--- src/hw/rtl/slcfd_pkg.sv ---
package slcfd_pkg;

    localparam int MAX_PAYLOAD = 64;
    localparam int BYTE_W      = 8;
    localparam int LEN_W       = $clog2(MAX_PAYLOAD + 1);
    localparam int IDX_W       = (MAX_PAYLOAD > 1) ? $clog2(MAX_PAYLOAD) : 1;

    localparam int FRAME_SLOTS = 2;
    localparam int SLOT_CW     = $clog2(FRAME_SLOTS + 1);
    localparam int DESC_PW     = (FRAME_SLOTS > 1) ? $clog2(FRAME_SLOTS) : 1;
    localparam int BUF_DEPTH   = FRAME_SLOTS * (2 ** IDX_W);

    localparam int OUT_DEPTH   = 4;
    localparam int OUT_PW      = $clog2(OUT_DEPTH);
    localparam int OUT_CW      = $clog2(OUT_DEPTH + 1);

    localparam logic [BYTE_W-1:0] SYNC_FIRST  = 8'hAA;
    localparam logic [BYTE_W-1:0] SYNC_SECOND = 8'h55;
    localparam logic [BYTE_W-1:0] CRC_POLY    = 8'h07;
    localparam logic [BYTE_W-1:0] CRC_INIT    = 8'h00;

    typedef enum logic [2:0] {
        PH_WAIT_AA = 3'd0,
        PH_WAIT_55 = 3'd1,
        PH_TYPE    = 3'd2,
        PH_LEN     = 3'd3,
        PH_PAYLOAD = 3'd4,
        PH_CRC     = 3'd5
    } phase_t;

    typedef struct packed {
        logic              en;
        logic              bank;
        logic [IDX_W-1:0]  addr;
        logic [BYTE_W-1:0] data;
    } buf_wr_t;

    typedef struct packed {
        logic [BYTE_W-1:0] ftype;
        logic [LEN_W-1:0]  len;
        logic              bank;
    } frame_desc_t;

    typedef struct packed {
        logic [BYTE_W-1:0] ftype;
        logic [LEN_W-1:0]  len;
        logic              has_payload;
        logic [BYTE_W-1:0] data;
        logic [IDX_W-1:0]  idx;
        logic              last;
    } result_t;

    function automatic logic [BYTE_W-1:0] crc8_step(input logic [BYTE_W-1:0] crc,
                                                    input logic [BYTE_W-1:0] b);
        logic [BYTE_W-1:0] v;
        v = crc ^ b;
        for (int k = 0; k < BYTE_W; k++) begin
            if (v[BYTE_W-1])
            begin
                v = {v[BYTE_W-2:0], 1'b0} ^ CRC_POLY;
            end
            else
            begin
                v = {v[BYTE_W-2:0], 1'b0};
            end
        end
        return v;
    endfunction

endpackage

--- src/hw/rtl/slcfd_front.sv ---
module slcfd_front (
    input  logic                        clk,
    input  logic                        rst_n,
    input  logic                        push,
    input  logic [7:0]                  rx_byte,
    input  logic                        frame_done,
    output logic                        full,
    output slcfd_pkg::buf_wr_t          wr,
    output logic                        desc_push,
    output slcfd_pkg::frame_desc_t      desc
);
    import slcfd_pkg::*;

    phase_t              phase_reg, phase_next;
    logic [BYTE_W-1:0]   type_reg, type_next;
    logic [LEN_W-1:0]    len_reg, len_next;
    logic [LEN_W-1:0]    wpos_reg, wpos_next;
    logic [BYTE_W-1:0]   crc_reg, crc_next;
    logic                bank_reg, bank_next;
    logic [SLOT_CW-1:0]  slots_reg, slots_next;
    logic                accept;
    logic                crc_ok;
    logic [LEN_W-1:0]    wpos_inc;

    assign full     = (slots_reg == SLOT_CW'(FRAME_SLOTS));
    assign accept   = push && !full;
    assign crc_ok   = (rx_byte == crc_reg);
    assign wpos_inc = wpos_reg + LEN_W'(1);

    always_comb
    begin
        phase_next = phase_reg;
        if (accept)
        begin
            unique case (phase_reg)
                PH_WAIT_AA:
                begin
                    if (rx_byte == SYNC_FIRST)
                    begin
                        phase_next = PH_WAIT_55;
                    end
                end
                PH_WAIT_55:
                begin
                    if (rx_byte == SYNC_SECOND)
                    begin
                        phase_next = PH_TYPE;
                    end
                    else if (rx_byte != SYNC_FIRST)
                    begin
                        phase_next = PH_WAIT_AA;
                    end
                end
                PH_TYPE:
                begin
                    phase_next = PH_LEN;
                end
                PH_LEN:
                begin
                    if ({1'b0, rx_byte} > 9'(MAX_PAYLOAD))
                    begin
                        phase_next = PH_WAIT_AA;
                    end
                    else if (rx_byte == '0)
                    begin
                        phase_next = PH_CRC;
                    end
                    else
                    begin
                        phase_next = PH_PAYLOAD;
                    end
                end
                PH_PAYLOAD:
                begin
                    if (wpos_inc >= len_reg || wpos_inc >= LEN_W'(MAX_PAYLOAD))
                    begin
                        phase_next = PH_CRC;
                    end
                end
                default:
                begin
                    phase_next = PH_WAIT_AA;
                end
            endcase
        end
    end

    always_comb
    begin
        type_next = type_reg;
        len_next  = len_reg;
        wpos_next = wpos_reg;
        crc_next  = crc_reg;
        bank_next = bank_reg;
        if (accept)
        begin
            unique case (phase_reg)
                PH_TYPE:
                begin
                    type_next = rx_byte;
                    crc_next  = crc8_step(CRC_INIT, rx_byte);
                end
                PH_LEN:
                begin
                    if ({1'b0, rx_byte} <= 9'(MAX_PAYLOAD))
                    begin
                        len_next  = rx_byte[LEN_W-1:0];
                        wpos_next = '0;
                        crc_next  = crc8_step(crc_reg, rx_byte);
                    end
                end
                PH_PAYLOAD:
                begin
                    wpos_next = wpos_inc;
                    crc_next  = crc8_step(crc_reg, rx_byte);
                end
                PH_CRC:
                begin
                    if (crc_ok)
                    begin
                        bank_next = !bank_reg;
                    end
                end
                default:
                begin
                end
            endcase
        end
    end

    always_comb
    begin
        wr.en       = accept && (phase_reg == PH_PAYLOAD)
                      && (wpos_reg < LEN_W'(MAX_PAYLOAD));
        wr.bank     = bank_reg;
        wr.addr     = wpos_reg[IDX_W-1:0];
        wr.data     = rx_byte;
        desc_push   = accept && (phase_reg == PH_CRC) && crc_ok;
        desc.ftype  = type_reg;
        desc.len    = len_reg;
        desc.bank   = bank_reg;
        slots_next  = slots_reg + SLOT_CW'(desc_push) - SLOT_CW'(frame_done);
    end

    always_ff @(posedge clk or negedge rst_n)
    begin
        if (!rst_n)
        begin
            phase_reg <= PH_WAIT_AA;
            type_reg  <= '0;
            len_reg   <= '0;
            wpos_reg  <= '0;
            crc_reg   <= '0;
            bank_reg  <= 1'b0;
            slots_reg <= '0;
        end
        else
        begin
            phase_reg <= phase_next;
            type_reg  <= type_next;
            len_reg   <= len_next;
            wpos_reg  <= wpos_next;
            crc_reg   <= crc_next;
            bank_reg  <= bank_next;
            slots_reg <= slots_next;
        end
    end

endmodule

--- src/hw/rtl/slcfd_desc_q.sv ---
module slcfd_desc_q (
    input  logic                        clk,
    input  logic                        rst_n,
    input  logic                        wr_en,
    input  slcfd_pkg::frame_desc_t      wr_data,
    input  logic                        rd_en,
    output logic                        empty,
    output slcfd_pkg::frame_desc_t      rd_data
);
    import slcfd_pkg::*;

    frame_desc_t         entry_reg [FRAME_SLOTS];
    logic [DESC_PW-1:0]  wptr_reg, wptr_next;
    logic [DESC_PW-1:0]  rptr_reg, rptr_next;
    logic [SLOT_CW-1:0]  cnt_reg, cnt_next;

    function automatic logic [DESC_PW-1:0] ptr_inc(input logic [DESC_PW-1:0] p);
        return (p == DESC_PW'(FRAME_SLOTS - 1)) ? '0 : p + DESC_PW'(1);
    endfunction

    assign empty   = (cnt_reg == '0);
    assign rd_data = entry_reg[rptr_reg];

    always_comb
    begin
        wptr_next = wr_en ? ptr_inc(wptr_reg) : wptr_reg;
        rptr_next = rd_en ? ptr_inc(rptr_reg) : rptr_reg;
        cnt_next  = cnt_reg + SLOT_CW'(wr_en) - SLOT_CW'(rd_en);
    end

    always_ff @(posedge clk)
    begin
        if (wr_en)
        begin
            entry_reg[wptr_reg] <= wr_data;
        end
    end

    always_ff @(posedge clk or negedge rst_n)
    begin
        if (!rst_n)
        begin
            wptr_reg <= '0;
            rptr_reg <= '0;
            cnt_reg  <= '0;
        end
        else
        begin
            wptr_reg <= wptr_next;
            rptr_reg <= rptr_next;
            cnt_reg  <= cnt_next;
        end
    end

endmodule

--- src/hw/rtl/slcfd_back.sv ---
module slcfd_back (
    input  logic                        clk,
    input  logic                        rst_n,
    input  slcfd_pkg::buf_wr_t          wr,
    input  logic                        desc_empty,
    input  slcfd_pkg::frame_desc_t      desc,
    output logic                        desc_pop,
    output logic                        frame_done,
    input  logic                        res_pop,
    output logic                        res_empty,
    output slcfd_pkg::result_t          res
);
    import slcfd_pkg::*;

    logic [BYTE_W-1:0]   buf_mem [BUF_DEPTH];
    logic [BYTE_W-1:0]   rd_data_reg;

    logic                active_reg, active_next;
    frame_desc_t         cur_reg, cur_next;
    logic [IDX_W-1:0]    idx_reg, idx_next;

    logic                s1_valid_reg;
    result_t             s1_reg, s1_next;

    result_t             fifo_reg [OUT_DEPTH];
    logic [OUT_PW-1:0]   fwptr_reg, frptr_reg;
    logic [OUT_CW-1:0]   fcnt_reg, fcnt_next;
    result_t             fifo_in;
    logic                fifo_we, fifo_re;

    logic                space;
    logic                issue;
    logic                is_last;

    assign space    = (fcnt_reg + OUT_CW'(s1_valid_reg)) < OUT_CW'(OUT_DEPTH);
    assign issue    = active_reg && space;
    assign is_last  = (cur_reg.len == '0) || ({1'b0, idx_reg} == cur_reg.len - LEN_W'(1));
    assign desc_pop = !active_reg && !desc_empty;
    assign frame_done = issue && is_last;

    always_comb
    begin
        active_next = active_reg;
        cur_next    = cur_reg;
        idx_next    = idx_reg;
        if (desc_pop)
        begin
            active_next = 1'b1;
            cur_next    = desc;
            idx_next    = '0;
        end
        else if (issue)
        begin
            idx_next = idx_reg + IDX_W'(1);
            if (is_last)
            begin
                active_next = 1'b0;
            end
        end
    end

    always_comb
    begin
        s1_next.ftype       = cur_reg.ftype;
        s1_next.len         = cur_reg.len;
        s1_next.has_payload = (cur_reg.len != '0);
        s1_next.data        = '0;
        s1_next.idx         = idx_reg;
        s1_next.last        = is_last;
    end

    always_comb
    begin
        fifo_in      = s1_reg;
        fifo_in.data = s1_reg.has_payload ? rd_data_reg : '0;
        fifo_we      = s1_valid_reg;
        fifo_re      = res_pop && (fcnt_reg != '0);
        fcnt_next    = fcnt_reg + OUT_CW'(fifo_we) - OUT_CW'(fifo_re);
    end

    assign res_empty = (fcnt_reg == '0);
    assign res       = fifo_reg[frptr_reg];

    always_ff @(posedge clk)
    begin
        if (wr.en)
        begin
            buf_mem[{wr.bank, wr.addr}] <= wr.data;
        end
        if (issue)
        begin
            rd_data_reg <= buf_mem[{cur_reg.bank, idx_reg}];
            s1_reg      <= s1_next;
        end
        if (fifo_we)
        begin
            fifo_reg[fwptr_reg] <= fifo_in;
        end
        cur_reg <= cur_next;
        idx_reg <= idx_next;
    end

    always_ff @(posedge clk or negedge rst_n)
    begin
        if (!rst_n)
        begin
            active_reg   <= 1'b0;
            s1_valid_reg <= 1'b0;
            fwptr_reg    <= '0;
            frptr_reg    <= '0;
            fcnt_reg     <= '0;
        end
        else
        begin
            active_reg   <= active_next;
            s1_valid_reg <= issue;
            fwptr_reg    <= fwptr_reg + OUT_PW'(fifo_we);
            frptr_reg    <= frptr_reg + OUT_PW'(fifo_re);
            fcnt_reg     <= fcnt_next;
        end
    end

endmodule

--- src/hw/rtl/sync_len_crc8_frame_deframer_core.sv ---
// Takes one byte per cycle while full is low; full rises while two validated frames
// still wait to be drained from the two-bank payload buffer.
// The first beat of a frame follows its accepted CRC byte through the descriptor queue,
// frame register, read stage and output FIFO; then one beat per cycle while the FIFO has
// room, limited by the single read port of the payload buffer. Reset is asynchronous and
// active low; it clears all control state, while the payload buffer keeps its contents.
module sync_len_crc8_frame_deframer_core (
    input  logic        clk,
    input  logic        rst_n,
    input  logic        push,
    output logic        full,
    input  logic [7:0]  rx_byte,
    output logic        empty,
    input  logic        pop,
    output logic [7:0]  frame_type,
    output logic [6:0]  frame_length,
    output logic        has_payload,
    output logic [7:0]  payload_byte,
    output logic [5:0]  byte_index,
    output logic        last
);
    import slcfd_pkg::*;

    buf_wr_t       wr;
    logic          desc_push;
    frame_desc_t   desc_in;
    logic          desc_pop;
    logic          desc_empty;
    frame_desc_t   desc_out;
    logic          frame_done;
    result_t       res;

    slcfd_front u_front (
        .clk        (clk),
        .rst_n      (rst_n),
        .push       (push),
        .rx_byte    (rx_byte),
        .frame_done (frame_done),
        .full       (full),
        .wr         (wr),
        .desc_push  (desc_push),
        .desc       (desc_in)
    );

    slcfd_desc_q u_desc_q (
        .clk     (clk),
        .rst_n   (rst_n),
        .wr_en   (desc_push),
        .wr_data (desc_in),
        .rd_en   (desc_pop),
        .empty   (desc_empty),
        .rd_data (desc_out)
    );

    slcfd_back u_back (
        .clk        (clk),
        .rst_n      (rst_n),
        .wr         (wr),
        .desc_empty (desc_empty),
        .desc       (desc_out),
        .desc_pop   (desc_pop),
        .frame_done (frame_done),
        .res_pop    (pop),
        .res_empty  (empty),
        .res        (res)
    );

    assign frame_type   = res.ftype;
    assign frame_length = res.len;
    assign has_payload  = res.has_payload;
    assign payload_byte = res.data;
    assign byte_index   = res.idx;
    assign last         = res.last;

endmodule

--- config.mk ---
export PLATFORM = sky130hd
export DESIGN_NAME = sync_len_crc8_frame_deframer_core
export DESIGN_NICKNAME = d
export VERILOG_FILES = /design/src/hw/rtl/slcfd_pkg.sv /design/src/hw/rtl/slcfd_front.sv /design/src/hw/rtl/slcfd_desc_q.sv /design/src/hw/rtl/slcfd_back.sv /design/src/hw/rtl/sync_len_crc8_frame_deframer_core.sv
export SDC_FILE = /design/constraint.sdc
export NUM_CORES = 1
export LEC_CHECK = 0
export ABC_CLOCK_PERIOD_IN_PS = 3700
export BUFFER_PORTS_ARGS = -buffer_cell sky130_fd_sc_hd__buf_2
export CAP_MARGIN = 30
export CORE_MARGIN = 1
export CORE_UTILIZATION = 45
export DETAILED_ROUTE_END_ITERATION = 10
export GPL_ROUTABILITY_DRIVEN = 0
export MAX_ROUTING_LAYER = met4
export PLACE_DENSITY = 0.57
export SLEW_MARGIN = 40
export SYNTH_ARGS = -nofsm -noshare
export SYNTH_HDL_FRONTEND = slang
export SYNTH_SLANG_ARGS = --single-unit
--- constraint.sdc ---
create_clock -name clk -period 3.7 [get_ports clk]
set_input_delay 0.74 -clock clk [delete_from_list [all_inputs] [get_ports clk]]
set_output_delay 0.74 -clock clk [all_outputs]
set_load 0.02 [all_outputs]
==> results of run 1 <==
==> power breakdown <==
group	switching (mW)	leakage [nW]	total (mW)	internal, mW
Sequential	0.777	11.7	17.8	17.0
Clock	5.39	1.99	12.4	7.03
Combinational	6.05	5.05	10.6	4.55
==> per-layer routing <==
metal / vias to the layer above / track usage (%)
li1: 10800 / -
met1: 13100 / 30.2
met2: 740 / 33.7
met3: 164 / 3.33
met4: 0 / 5.88
met5: - / -
==> repair_timing <==
action / CTS / global route
endpoints found under the setup margin: 0 / 0
hold buffers: 1 / 0
endpoints found under the hold margin: 23 / 0
==> how the worst min path moves through the flow <==
stage,slack [ps],start,cells after the start,endpoint
global route,400,rx_byte[5],1,u_back.buf_mem[1][5]$_DFFE_PP_
detailed placement,410,u_back.cur_reg[15]$_DFFE_PP_,0,u_back.fifo_in[30]$_DFFE_PP_
finish,420,u_back.cur_reg[15]$_DFFE_PP_,0,u_back.fifo_in[30]$_DFFE_PP_
CTS,380,rx_byte[5],1,u_back.buf_mem[1][5]$_DFFE_PP_
floorplan,400,u_back.cur_reg[8]$_DFFE_PP_,0,u_back.fifo_in[23]$_DFFE_PP_
global placement,410,u_back.cur_reg[12]$_DFFE_PP_,0,u_back.fifo_in[27]$_DFFE_PP_
==> area by class of cell <==
cell class / instances / area [sq um] / share of cell area [%]
tap: 1488 / 1860 / 3.25
multi-input combinational: 1122 / 11600 / 20.2
timing repair buffer: 187 / 1530 / 2.67
inverter: 27 / 101 / 0.177
clock inverter: 70 / 419 / 0.731
antenna: 1 / 2.50 / 0.00436
sequential: 1282 / 38200 / 66.6
clock buffer: 171 / 3640 / 6.35
==> per-stage QoR <==
| stage | power (mW) | area [sq um] | std cells | setup slack, ps |
|---|---|---|---|---|
| CTS | 41.3 | 57300 | 4346 | 520 |
| global route | 42.4 | 57400 | 4347 | 325 |
| detailed placement | 28.9 | 53200 | 4104 | 447 |
| floorplan | 25.3 | 50700 | 2563 | 484 |
| finish | 40.8 | 57400 | 4348 | 544 |
| global placement | 28.6 | 53200 | 4100 | 507 |
==> synthesized netlist by cell type (7+ instances only) <==
cell type and number:
edfxtp_1 1227, nand4_1 13, buf_2 43, clkbuf_1 42, inv_1 27, buf_6 17
mux4_2 218, o21ai_1 9, o21ai_0 42, ha_1 32, o22ai_1 34, nor2b_1 16
a211oi_2 29, nand2b_1 9, xnor2_1 41, and2_1 12, mux2_2 22, nand2_1 46
buf_8 7, buf_4 13, dfrtp_1 49, nor3_1 8, a21oi_1 51, mux2i_1 191
o221ai_1 33, nor2_1 165, nand3_1 40, xor2_1 17, a22oi_1 28
==> critical path, delay by kind of cell, from the launching register on <==
kind                   cells  cell delay (ps)
buffers and inverters      1              290
AND/OR/NAND/NOR            4             1940
flip-flops                 1              530
==> kinds of logic after synthesis <==
family | count (synthesis) | share of synthesized area, %
flops | 1282 | 75.4
fa+ha+maj | 33 | 0.812
simple gates | 335 | 3.07
buf+inv | 159 | 1.89
xor+xnor | 58 | 1.00
mux | 435 | 14.2
compound gates | 261 | 3.71
==> flow_summary.html, run 1 <==
<table>
<tr><th>Metric</th><th>Value</th></tr>
<tr><th colspan="2">Setup path</th></tr>
<tr><td>Flop-to-flop setup slack</td><td>540 ps</td></tr>
<tr><td>Largest fanout of any net on the critical path</td><td>13</td></tr>
<tr><td>Data required time at the worst endpoint</td><td>4040 ps</td></tr>
<tr><td>Worst setup startpoint</td><td>u_front.phase_reg[0]$_DFFE_PN0P_</td></tr>
<tr><td>CP endpoint kind</td><td>flop</td></tr>
<tr><td>Kind of launch point of the worst setup path</td><td>flop</td></tr>
<tr><td>WP data arrival</td><td>3500 ps</td></tr>
<tr><td>Type of the setup path with the least slack</td><td>reg -&gt; reg</td></tr>
<tr><td>Path depth of the worst reg2reg path</td><td>5</td></tr>
<tr><td>Slowest stage cell on the critical path</td><td>or3_2</td></tr>
<tr><td>Reg-to-Reg End</td><td>u_back.buf_mem[127][6]$_DFFE_PP_</td></tr>
<tr><td>End point of the critical path</td><td>u_back.buf_mem[127][6]$_DFFE_PP_</td></tr>
<tr><td>Startpoint of the lowest-slack register-to-register path</td><td>u_front.phase_reg[0]$_DFFE_PN0P_</td></tr>
<tr><td>Slowest stage delay, CP</td><td>790 ps</td></tr>
<tr><td>Cell breakdown of the critical path</td><td>nor3b_4, nand3_2, or3_2, buf_4, nor2_1</td></tr>
<tr><th colspan="2">Clock network</th></tr>
<tr><td>CTS-repair resized insts</td><td>0</td></tr>
<tr><td>Clock Latency Late Sink</td><td>730 ps</td></tr>
<tr><td>Count of H-tree levels built during CTS</td><td>4</td></tr>
<tr><td>Clock tree root buffer cell</td><td>clkbuf_16</td></tr>
<tr><td>Clock Tree Buf Depth</td><td>3</td></tr>
<tr><td>TritonCTS clock tree</td><td>built</td></tr>
<tr><td>Post-CTS setup buffers</td><td>0</td></tr>
<tr><td>Clock-pin slew on the worst setup and hold paths</td><td>60 ps</td></tr>
<tr><td>Clk sinks</td><td>1282</td></tr>
<tr><td>Number of buffers created by CTS</td><td>135</td></tr>
<tr><th colspan="2">Route</th></tr>
<tr><td>Met3 wirelength from detailed routing</td><td>6310 microns</td></tr>
<tr><td>Drt first pass iters</td><td>5</td></tr>
<tr><td>Vias</td><td>24800</td></tr>
<tr><td>Via density per instance</td><td>5.70</td></tr>
<tr><td>Final antenna-violating net count</td><td>0</td></tr>
<tr><td>Post-DR wirelength/cell</td><td>27.2 microns</td></tr>
<tr><td>Sum of routed wire segments on met1</td><td>52000 microns</td></tr>
<tr><td>DRT iter0 DRCs</td><td>2400</td></tr>
<tr><td>DRC violation count after routing</td><td>0</td></tr>
<tr><td>Top metal layer carrying routed signals</td><td>met4</td></tr>
<tr><td>Met2 routed WL</td><td>57700 microns</td></tr>
<tr><td>Final WL</td><td>118000 microns</td></tr>
<tr><th colspan="2">Synthesis</th></tr>
<tr><td>Share of synthesized area occupied by flip-flops and latches</td><td>75.4%</td></tr>
<tr><td>Mapped Cells</td><td>2563</td></tr>
<tr><td>Post-synthesis net count</td><td>2607</td></tr>
<tr><td>YS warnings</td><td>0</td></tr>
<tr><td>Dominant register cell in the synthesized netlist</td><td>edfxtp_1</td></tr>
<tr><td>Avg Cell Area, Syn</td><td>19.8 sq um</td></tr>
<tr><td>Register bit count reported by yosys</td><td>1282</td></tr>
<tr><td>Fraction of post-synthesis cell area in the top cell type by area</td><td>72.7%</td></tr>
<tr><td>Cell types with the largest area share after synthesis</td><td>edfxtp_1 (73%), mux4_2 (9.7%), mux2i_1 (3.8%), dfrtp_1 (2.4%), nor2_1 (1.2%)</td></tr>
<tr><td>Number of distinct standard cells referenced by the synthesized netlist</td><td>65</td></tr>
<tr><td>Proportion of synthesized flip-flops having asynchronous set or reset</td><td>3.82%</td></tr>
<tr><td>Number of enable flip-flop cells after synthesis</td><td>1227</td></tr>
<tr><td>Netlist area before placement</td><td>50700 sq um</td></tr>
<tr><td>Most area-hungry cell type in the Yosys netlist</td><td>edfxtp_1</td></tr>
<tr><th colspan="2">Global routing</th></tr>
<tr><td>Pin count of the biggest net entering global routing</td><td>81</td></tr>
<tr><td>Antenna violations before repair</td><td>3</td></tr>
<tr><td>Global-route wire length before repair</td><td>173000 microns</td></tr>
<tr><td>Global-route total usage across every layer</td><td>21.8%</td></tr>
<tr><td>Number of global-route vias before repair</td><td>25300</td></tr>
<tr><td>GRT Residual Overflow</td><td>0</td></tr>
<tr><th colspan="2">Final layout</th></tr>
<tr><td>Most common cell after layout, fill and taps aside</td><td>edfxtp_1</td></tr>
<tr><td>Share of post-route cells with drive strength above 1</td><td>23.2%</td></tr>
<tr><td>Max FFs per register</td><td>1024</td></tr>
<tr><td>Layout-stage area growth over the synthesis result</td><td>13.2%</td></tr>
<tr><td>Number of nets in the layout</td><td>2799</td></tr>
<tr><td>Util after Layout</td><td>51.6%</td></tr>
<tr><td>Most used cells in the layout excluding fill and tap cells</td><td>edfxtp_1 (1227), mux4_2 (218), mux2i_1 (191)</td></tr>
<tr><td>Layout filler cell count</td><td>8862</td></tr>
<tr><th colspan="2">Die</th></tr>
<tr><td>Initial Util</td><td>45.6%</td></tr>
<tr><td>Total I/O pin count</td><td>45</td></tr>
<tr><td>Core footprint</td><td>111000 sq um</td></tr>
<tr><td>Overall die width</td><td>338 microns</td></tr>
<tr><td>Die outline area</td><td>114000 sq um</td></tr>
<tr><td>Floorplan row count</td><td>122</td></tr>
<tr><td>Die Y</td><td>338 microns</td></tr>
<tr><th colspan="2">Status</th></tr>
<tr><td>Result of the run</td><td>finished clean</td></tr>
<tr><th colspan="2">Timing</th></tr>
<tr><td>TNS Setup</td><td>0 ps</td></tr>
<tr><td>Unrepaired setup endpoints after global routing</td><td>no</td></tr>
<tr><td>Final count of hold timing violations</td><td>0</td></tr>
<tr><td>Worst Skew</td><td>23.4 ps</td></tr>
<tr><td>Slew headroom</td><td>43.2%</td></tr>
<tr><td>Final worst-path cycle share</td><td>85.3%</td></tr>
<tr><td>Number of failing setup endpoints in the final timing report</td><td>0</td></tr>
<tr><td>Post-route minimum period</td><td>3160 ps</td></tr>
<tr><td>Smallest hold slack</td><td>419 ps</td></tr>
<tr><td>Max-slew violations</td><td>0</td></tr>
<tr><td>Achievable clock frequency</td><td>317 MHz</td></tr>
<tr><td>Slew at the pin with the worst max-slew slack</td><td>849 ps</td></tr>
<tr><th colspan="2">Place</th></tr>
<tr><td>Port Buf Inserts</td><td>44</td></tr>
<tr><td>DPL Wire Length</td><td>73900 microns</td></tr>
<tr><th colspan="2">Power and ir drop</th></tr>
<tr><td>Worst IR Drop VDD</td><td>0.389 mV</td></tr>
<tr><td>Cell leakage power</td><td>18.7 nW</td></tr>
<tr><td>Areal power density over the cells</td><td>712 nW/um^2</td></tr>
<tr><th colspan="2">Flow run</th></tr>
<tr><td>Max Cap Violations</td><td>0</td></tr>
<tr><th colspan="2">Worst hold path</th></tr>
<tr><td>Min-delay worst type</td><td>reg -&gt; reg</td></tr>
</table>
Note: power is estimated with default switching activity, not from simulation.
==> inputs of run 2 (changes only) <==
Settings changed: SYNTH_HIERARCHICAL set to 1.
==> run 2 against run 1 <==
- clock skew decreased by 0.99 ps
- core utilization decreased by 0.13 points
- global-route usage decreased by 0.12 points
- non-clock buffer count increased by 34
- critical endpoint is now u_back/buf_mem[69][0]$_DFFE_PP_
- largest power group unchanged
==> flow_summary.html, run 2 <==
<table>
<tr><th>Metric</th><th>Value</th></tr>
<tr><th colspan="2">Timing</th></tr>
<tr><td>Unrepaired setup endpoints after global routing</td><td>no (unchanged)</td></tr>
<tr><td>Achievable clock frequency</td><td>306 MHz (was 317 MHz)</td></tr>
<tr><td>TNS Setup</td><td>0 ps (unchanged)</td></tr>
<tr><td>Smallest hold slack</td><td>368 ps (was 419 ps)</td></tr>
<tr><td>Max-slew violations</td><td>0 (unchanged)</td></tr>
<tr><td>Worst Skew</td><td>22.4 ps (was 23.4 ps)</td></tr>
<tr><td>Slew headroom</td><td>43.7% (was 43.2%)</td></tr>
<tr><td>Number of failing setup endpoints in the final timing report</td><td>0 (unchanged)</td></tr>
<tr><td>Post-route minimum period</td><td>3270 ps (was 3160 ps)</td></tr>
<tr><td>Final worst-path cycle share</td><td>88.3% (was 85.3%)</td></tr>
<tr><td>Final count of hold timing violations</td><td>0 (unchanged)</td></tr>
<tr><td>Slew at the pin with the worst max-slew slack</td><td>841 ps (was 849 ps)</td></tr>
<tr><th colspan="2">Route</th></tr>
<tr><td>Drt first pass iters</td><td>8 (was 5)</td></tr>
<tr><td>Final antenna-violating net count</td><td>0 (unchanged)</td></tr>
<tr><td>Via density per instance</td><td>5.72 (was 5.70)</td></tr>
<tr><td>Final WL</td><td>119000 microns (was 118000 microns)</td></tr>
<tr><td>DRT iter0 DRCs</td><td>2556 (was 2400)</td></tr>
<tr><td>DRC violation count after routing</td><td>0 (unchanged)</td></tr>
<tr><td>Vias</td><td>25200 (was 24800)</td></tr>
<tr><td>Post-DR wirelength/cell</td><td>27.0 microns (was 27.2 microns)</td></tr>
<tr><th colspan="2">Clock network</th></tr>
<tr><td>Clock Latency Late Sink</td><td>740 ps (was 730 ps)</td></tr>
<tr><td>TritonCTS clock tree</td><td>built (unchanged)</td></tr>
<tr><td>CTS-repair resized insts</td><td>0 (unchanged)</td></tr>
<tr><td>Count of hold buffers inserted by post-cts repair</td><td>0 (was 1)</td></tr>
<tr><td>Clk sinks</td><td>1282 (unchanged)</td></tr>
<tr><td>Number of buffers created by CTS</td><td>136 (was 135)</td></tr>
<tr><td>Count of H-tree levels built during CTS</td><td>4 (unchanged)</td></tr>
<tr><td>Clock tree root buffer cell</td><td>clkbuf_16 (unchanged)</td></tr>
<tr><td>Post-CTS setup buffers</td><td>0 (unchanged)</td></tr>
<tr><td>Clock-pin slew on the worst setup and hold paths</td><td>60 ps (about the same)</td></tr>
<tr><td>Clock Tree Buf Depth</td><td>3 (unchanged)</td></tr>
<tr><th colspan="2">Synthesis</th></tr>
<tr><td>Proportion of synthesized flip-flops having asynchronous set or reset</td><td>3.82% (unchanged)</td></tr>
<tr><td>Cell types with the largest area share after synthesis</td><td>edfxtp_1 (72%), mux4_2 (9.8%), mux2i_1 (3.8%), dfrtp_1 (2.4%), nor2_1 (1.1%) (was edfxtp_1 (73%), mux4_2 (9.7%), mux2i_1 (3.8%), dfrtp_1 (2.4%), nor2_1 (1.2%))</td></tr>
<tr><td>Top cells by count, synth</td><td>edfxtp_1 (1227), mux4_2 (222), mux2i_1 (193) (was edfxtp_1 (1227), mux4_2 (218), mux2i_1 (191))</td></tr>
<tr><td>Mapped Cells</td><td>2594 (was 2563)</td></tr>
<tr><td>Number of enable flip-flop cells after synthesis</td><td>1227 (unchanged)</td></tr>
<tr><td>Share of synthesized area occupied by flip-flops and latches</td><td>74.9% (was 75.4%)</td></tr>
<tr><td>Register bit count reported by yosys</td><td>1282 (unchanged)</td></tr>
<tr><td>YS warnings</td><td>6 (was 0)</td></tr>
<tr><td>Fraction of post-synthesis cell area in the top cell type by area</td><td>72.3% (was 72.7%)</td></tr>
<tr><td>Dominant register cell in the synthesized netlist</td><td>edfxtp_1 (unchanged)</td></tr>
<tr><td>Post-synthesis net count</td><td>2638 (was 2607)</td></tr>
<tr><td>Avg Cell Area, Syn</td><td>19.6 sq um (was 19.8 sq um)</td></tr>
<tr><td>Number of distinct standard cells referenced by the synthesized netlist</td><td>71 (was 65)</td></tr>
<tr><td>Netlist area before placement</td><td>51000 sq um (was 50700 sq um)</td></tr>
<tr><td>Most area-hungry cell type in the Yosys netlist</td><td>edfxtp_1 (unchanged)</td></tr>
<tr><td>Most repeated cell in the gate-level netlist after synthesis</td><td>edfxtp_1 (unchanged)</td></tr>
<tr><th colspan="2">Final layout</th></tr>
<tr><td>Most common cell after layout, fill and taps aside</td><td>edfxtp_1 (unchanged)</td></tr>
<tr><td>Layout filler cell count</td><td>8942 (was 8862)</td></tr>
<tr><td>Most used cells in the layout excluding fill and tap cells</td><td>edfxtp_1 (1227), mux4_2 (222), mux2i_1 (193) (was edfxtp_1 (1227), mux4_2 (218), mux2i_1 (191))</td></tr>
<tr><td>Share of post-route cells with drive strength above 1</td><td>23.8% (was 23.2%)</td></tr>
<tr><td>Layout-stage area growth over the synthesis result</td><td>13.5% (was 13.2%)</td></tr>
<tr><td>Max FFs per register</td><td>1024 (unchanged)</td></tr>
<tr><td>Number of nets in the layout</td><td>2847 (was 2799)</td></tr>
<tr><th colspan="2">Die</th></tr>
<tr><td>Die Y</td><td>339 microns (was 338 microns)</td></tr>
<tr><td>Floorplan row count</td><td>123 (was 122)</td></tr>
<tr><td>Total I/O pin count</td><td>45 (unchanged)</td></tr>
<tr><td>Die outline area</td><td>115000 sq um (was 114000 sq um)</td></tr>
<tr><td>Initial Util</td><td>45.4% (was 45.6%)</td></tr>
<tr><td>Overall die width</td><td>339 microns (was 338 microns)</td></tr>
<tr><td>Core footprint</td><td>112000 sq um (was 111000 sq um)</td></tr>
<tr><th colspan="2">Setup path</th></tr>
<tr><td>Type of the setup path with the least slack</td><td>reg -&gt; reg (unchanged)</td></tr>
<tr><td>Slowest stage delay, CP</td><td>610 ps (was 790 ps)</td></tr>
<tr><td>Data required time at the worst endpoint</td><td>4070 ps (was 4040 ps)</td></tr>
<tr><td>WP data arrival</td><td>3630 ps (was 3500 ps)</td></tr>
<tr><td>Total buffers and inverters traversed by the critical path</td><td>1 (unchanged)</td></tr>
<tr><td>Kind of launch point of the worst setup path</td><td>flop (unchanged)</td></tr>
<tr><td>Cell breakdown of the critical path</td><td>nor2b_1, nand3_1, nor2_1, nor2b_1, nand3_1, buf_4, nor2_1 (was nor3b_4, nand3_2, or3_2, buf_4, nor2_1)</td></tr>
<tr><td>Largest fanout of any net on the critical path</td><td>12 (was 13)</td></tr>
<tr><td>Slowest stage cell on the critical path</td><td>nor2_1 (was or3_2)</td></tr>
<tr><td>Critical path's top delay family</td><td>simple AND/OR/NAND/NOR gates (unchanged)</td></tr>
<tr><td>CP endpoint kind</td><td>flop (unchanged)</td></tr>
<tr><th colspan="2">Worst hold path</th></tr>
<tr><td>Min-delay worst type</td><td>in -&gt; reg (was reg -&gt; reg)</td></tr>
<tr><th colspan="2">Power and ir drop</th></tr>
<tr><td>Worst IR Drop VDD</td><td>0.464 mV (was 0.389 mV)</td></tr>
<tr><td>Cell leakage power</td><td>18.9 nW (was 18.7 nW)</td></tr>
<tr><td>Areal power density over the cells</td><td>705 nW/um^2 (was 712 nW/um^2)</td></tr>
<tr><th colspan="2">Global routing</th></tr>
<tr><td>Global-route wire length before repair</td><td>175000 microns (was 173000 microns)</td></tr>
<tr><td>Pin count of the biggest net entering global routing</td><td>78 (was 81)</td></tr>
<tr><td>Antenna violations before repair</td><td>6 (was 3)</td></tr>
<tr><td>Number of global-route vias before repair</td><td>25700 (was 25300)</td></tr>
<tr><td>GRT Residual Overflow</td><td>0 (unchanged)</td></tr>
<tr><td>Global-route total usage across every layer</td><td>21.6% (was 21.8%)</td></tr>
<tr><th colspan="2">Status</th></tr>
<tr><td>Result of the run</td><td>finished clean (unchanged)</td></tr>
<tr><th colspan="2">Place</th></tr>
<tr><td>Port Buf Inserts</td><td>44 (unchanged)</td></tr>
<tr><td>DPL Wire Length</td><td>73900 microns (about the same)</td></tr>
<tr><th colspan="2">Flow run</th></tr>
<tr><td>Max Cap Violations</td><td>0 (unchanged)</td></tr>
</table>
## run 2: cell count changes in the layout (fill, tap and decap cells not counted), sizes merged, moves of 4 or more
cell,previous run,this run
xnor2,41,37
buf,186,220
nand4,13,18
nand3,42,49
nand2b,9,13
bufinv,1,5
a311oi,6,2
a21oi,51,55
clkinv,64,55
inv,30,43
nor3,8,13
nor2,165,154
## run 2: kinds of logic after synthesis
group / Yosys count / share of synthesized area (%)
adders and majority gates: 33 / 0.805
muxes: 437 / 14.2
DFF: 1282 / 74.9
xor gates and xnor gates: 55 / 1.04
and+or+nand+nor: 341 / 3.15
AOI/OAI and AO/OA: 264 / 3.64
buffers and inverters: 182 / 2.28
## run 2: power by group
| part | total (mW) | internal, mW | switching, mW |
|---|---|---|---|
| Clock | 12.8 | 7.29 | 5.54 |
| Sequential | 17.6 | 16.9 | 0.647 |
| Combinational | 10.3 | 4.46 | 5.86 |
| Total | 40.8 | 28.7 | 12.1 |
## run 2: worst reg2reg max path, cell delays in order, from the launching register on
cell and delay, ps:
dfrtp_1 540, nor2b_1 370, nand3_1 150, nor2_1 340
nor2b_1 400, nand3_1 170, buf_4 300, nor2_1 620
## run 2: worst paths after layout
path / from / endpoint / slack [ps] / cells after the start
hold reg to reg: u_back/cur_reg[12]$_DFFE_PP_ / u_back/fifo_in[27]$_DFFE_PP_ / 420 / 0
min in group asynchronous: rst_n / u_back/fcnt_reg[0]$_DFF_PN0_ / 480 / 2
hold / removal: rx_byte[2] / u_front/type_reg[2]$_DFFE_PN0P_ / 370 / 3
max in group asynchronous: rst_n / u_front/crc_reg[0]$_DFFE_PN0P_ / 2580 / 3
setup reg to reg: u_front/phase_reg[2]$_DFFE_PN0P_ / u_back/buf_mem[69][0]$_DFFE_PP_ / 430 / 7
setup / recovery: u_front/phase_reg[2]$_DFFE_PN0P_ / u_back/buf_mem[69][0]$_DFFE_PP_ / 430 / 7
## run 2: stage by stage
stage                     total power, mW  instance area [sq um]  utilization (%)  setup WS [ps]  cells
after floorplan                      25.1                  51000                -            489   2594
after global placement               28.2                  53600             47.7            317   4162
after detailed placement             28.3                  53600             47.7            406   4162
after CTS                            41.2                  57800             51.4            398   4410
after global routing                 42.4                  57800             51.5            275   4413
final                                40.8                  57800             51.5            433   4414
## run 2: cell type report
type	count	area (sq um)	area share [%]
Multi-Input combinational cell	1130	11600	20.1
Inverter	32	120	0.208
Tap cell	1500	1880	3.25
Sequential cell	1282	38200	66.1
Clock buffer	174	3600	6.22
Timing Repair Buffer	221	1790	3.10
Antenna cell	1	2.50	0.00433
Clock inverter	74	601	1.04
## run 2: routing by layer
| metal | vias up | wire, microns | global-route usage, % |
|---|---|---|---|
| met3 | 197 | 8150 | 3.95 |
| met2 | 899 | 57900 | 33.6 |
| met4 | 0 | 3080 | 6.36 |
| li1 | 11000 | - | - |
| met1 | 13200 | 50300 | 29.3 |
| met5 | - | 0 | - |
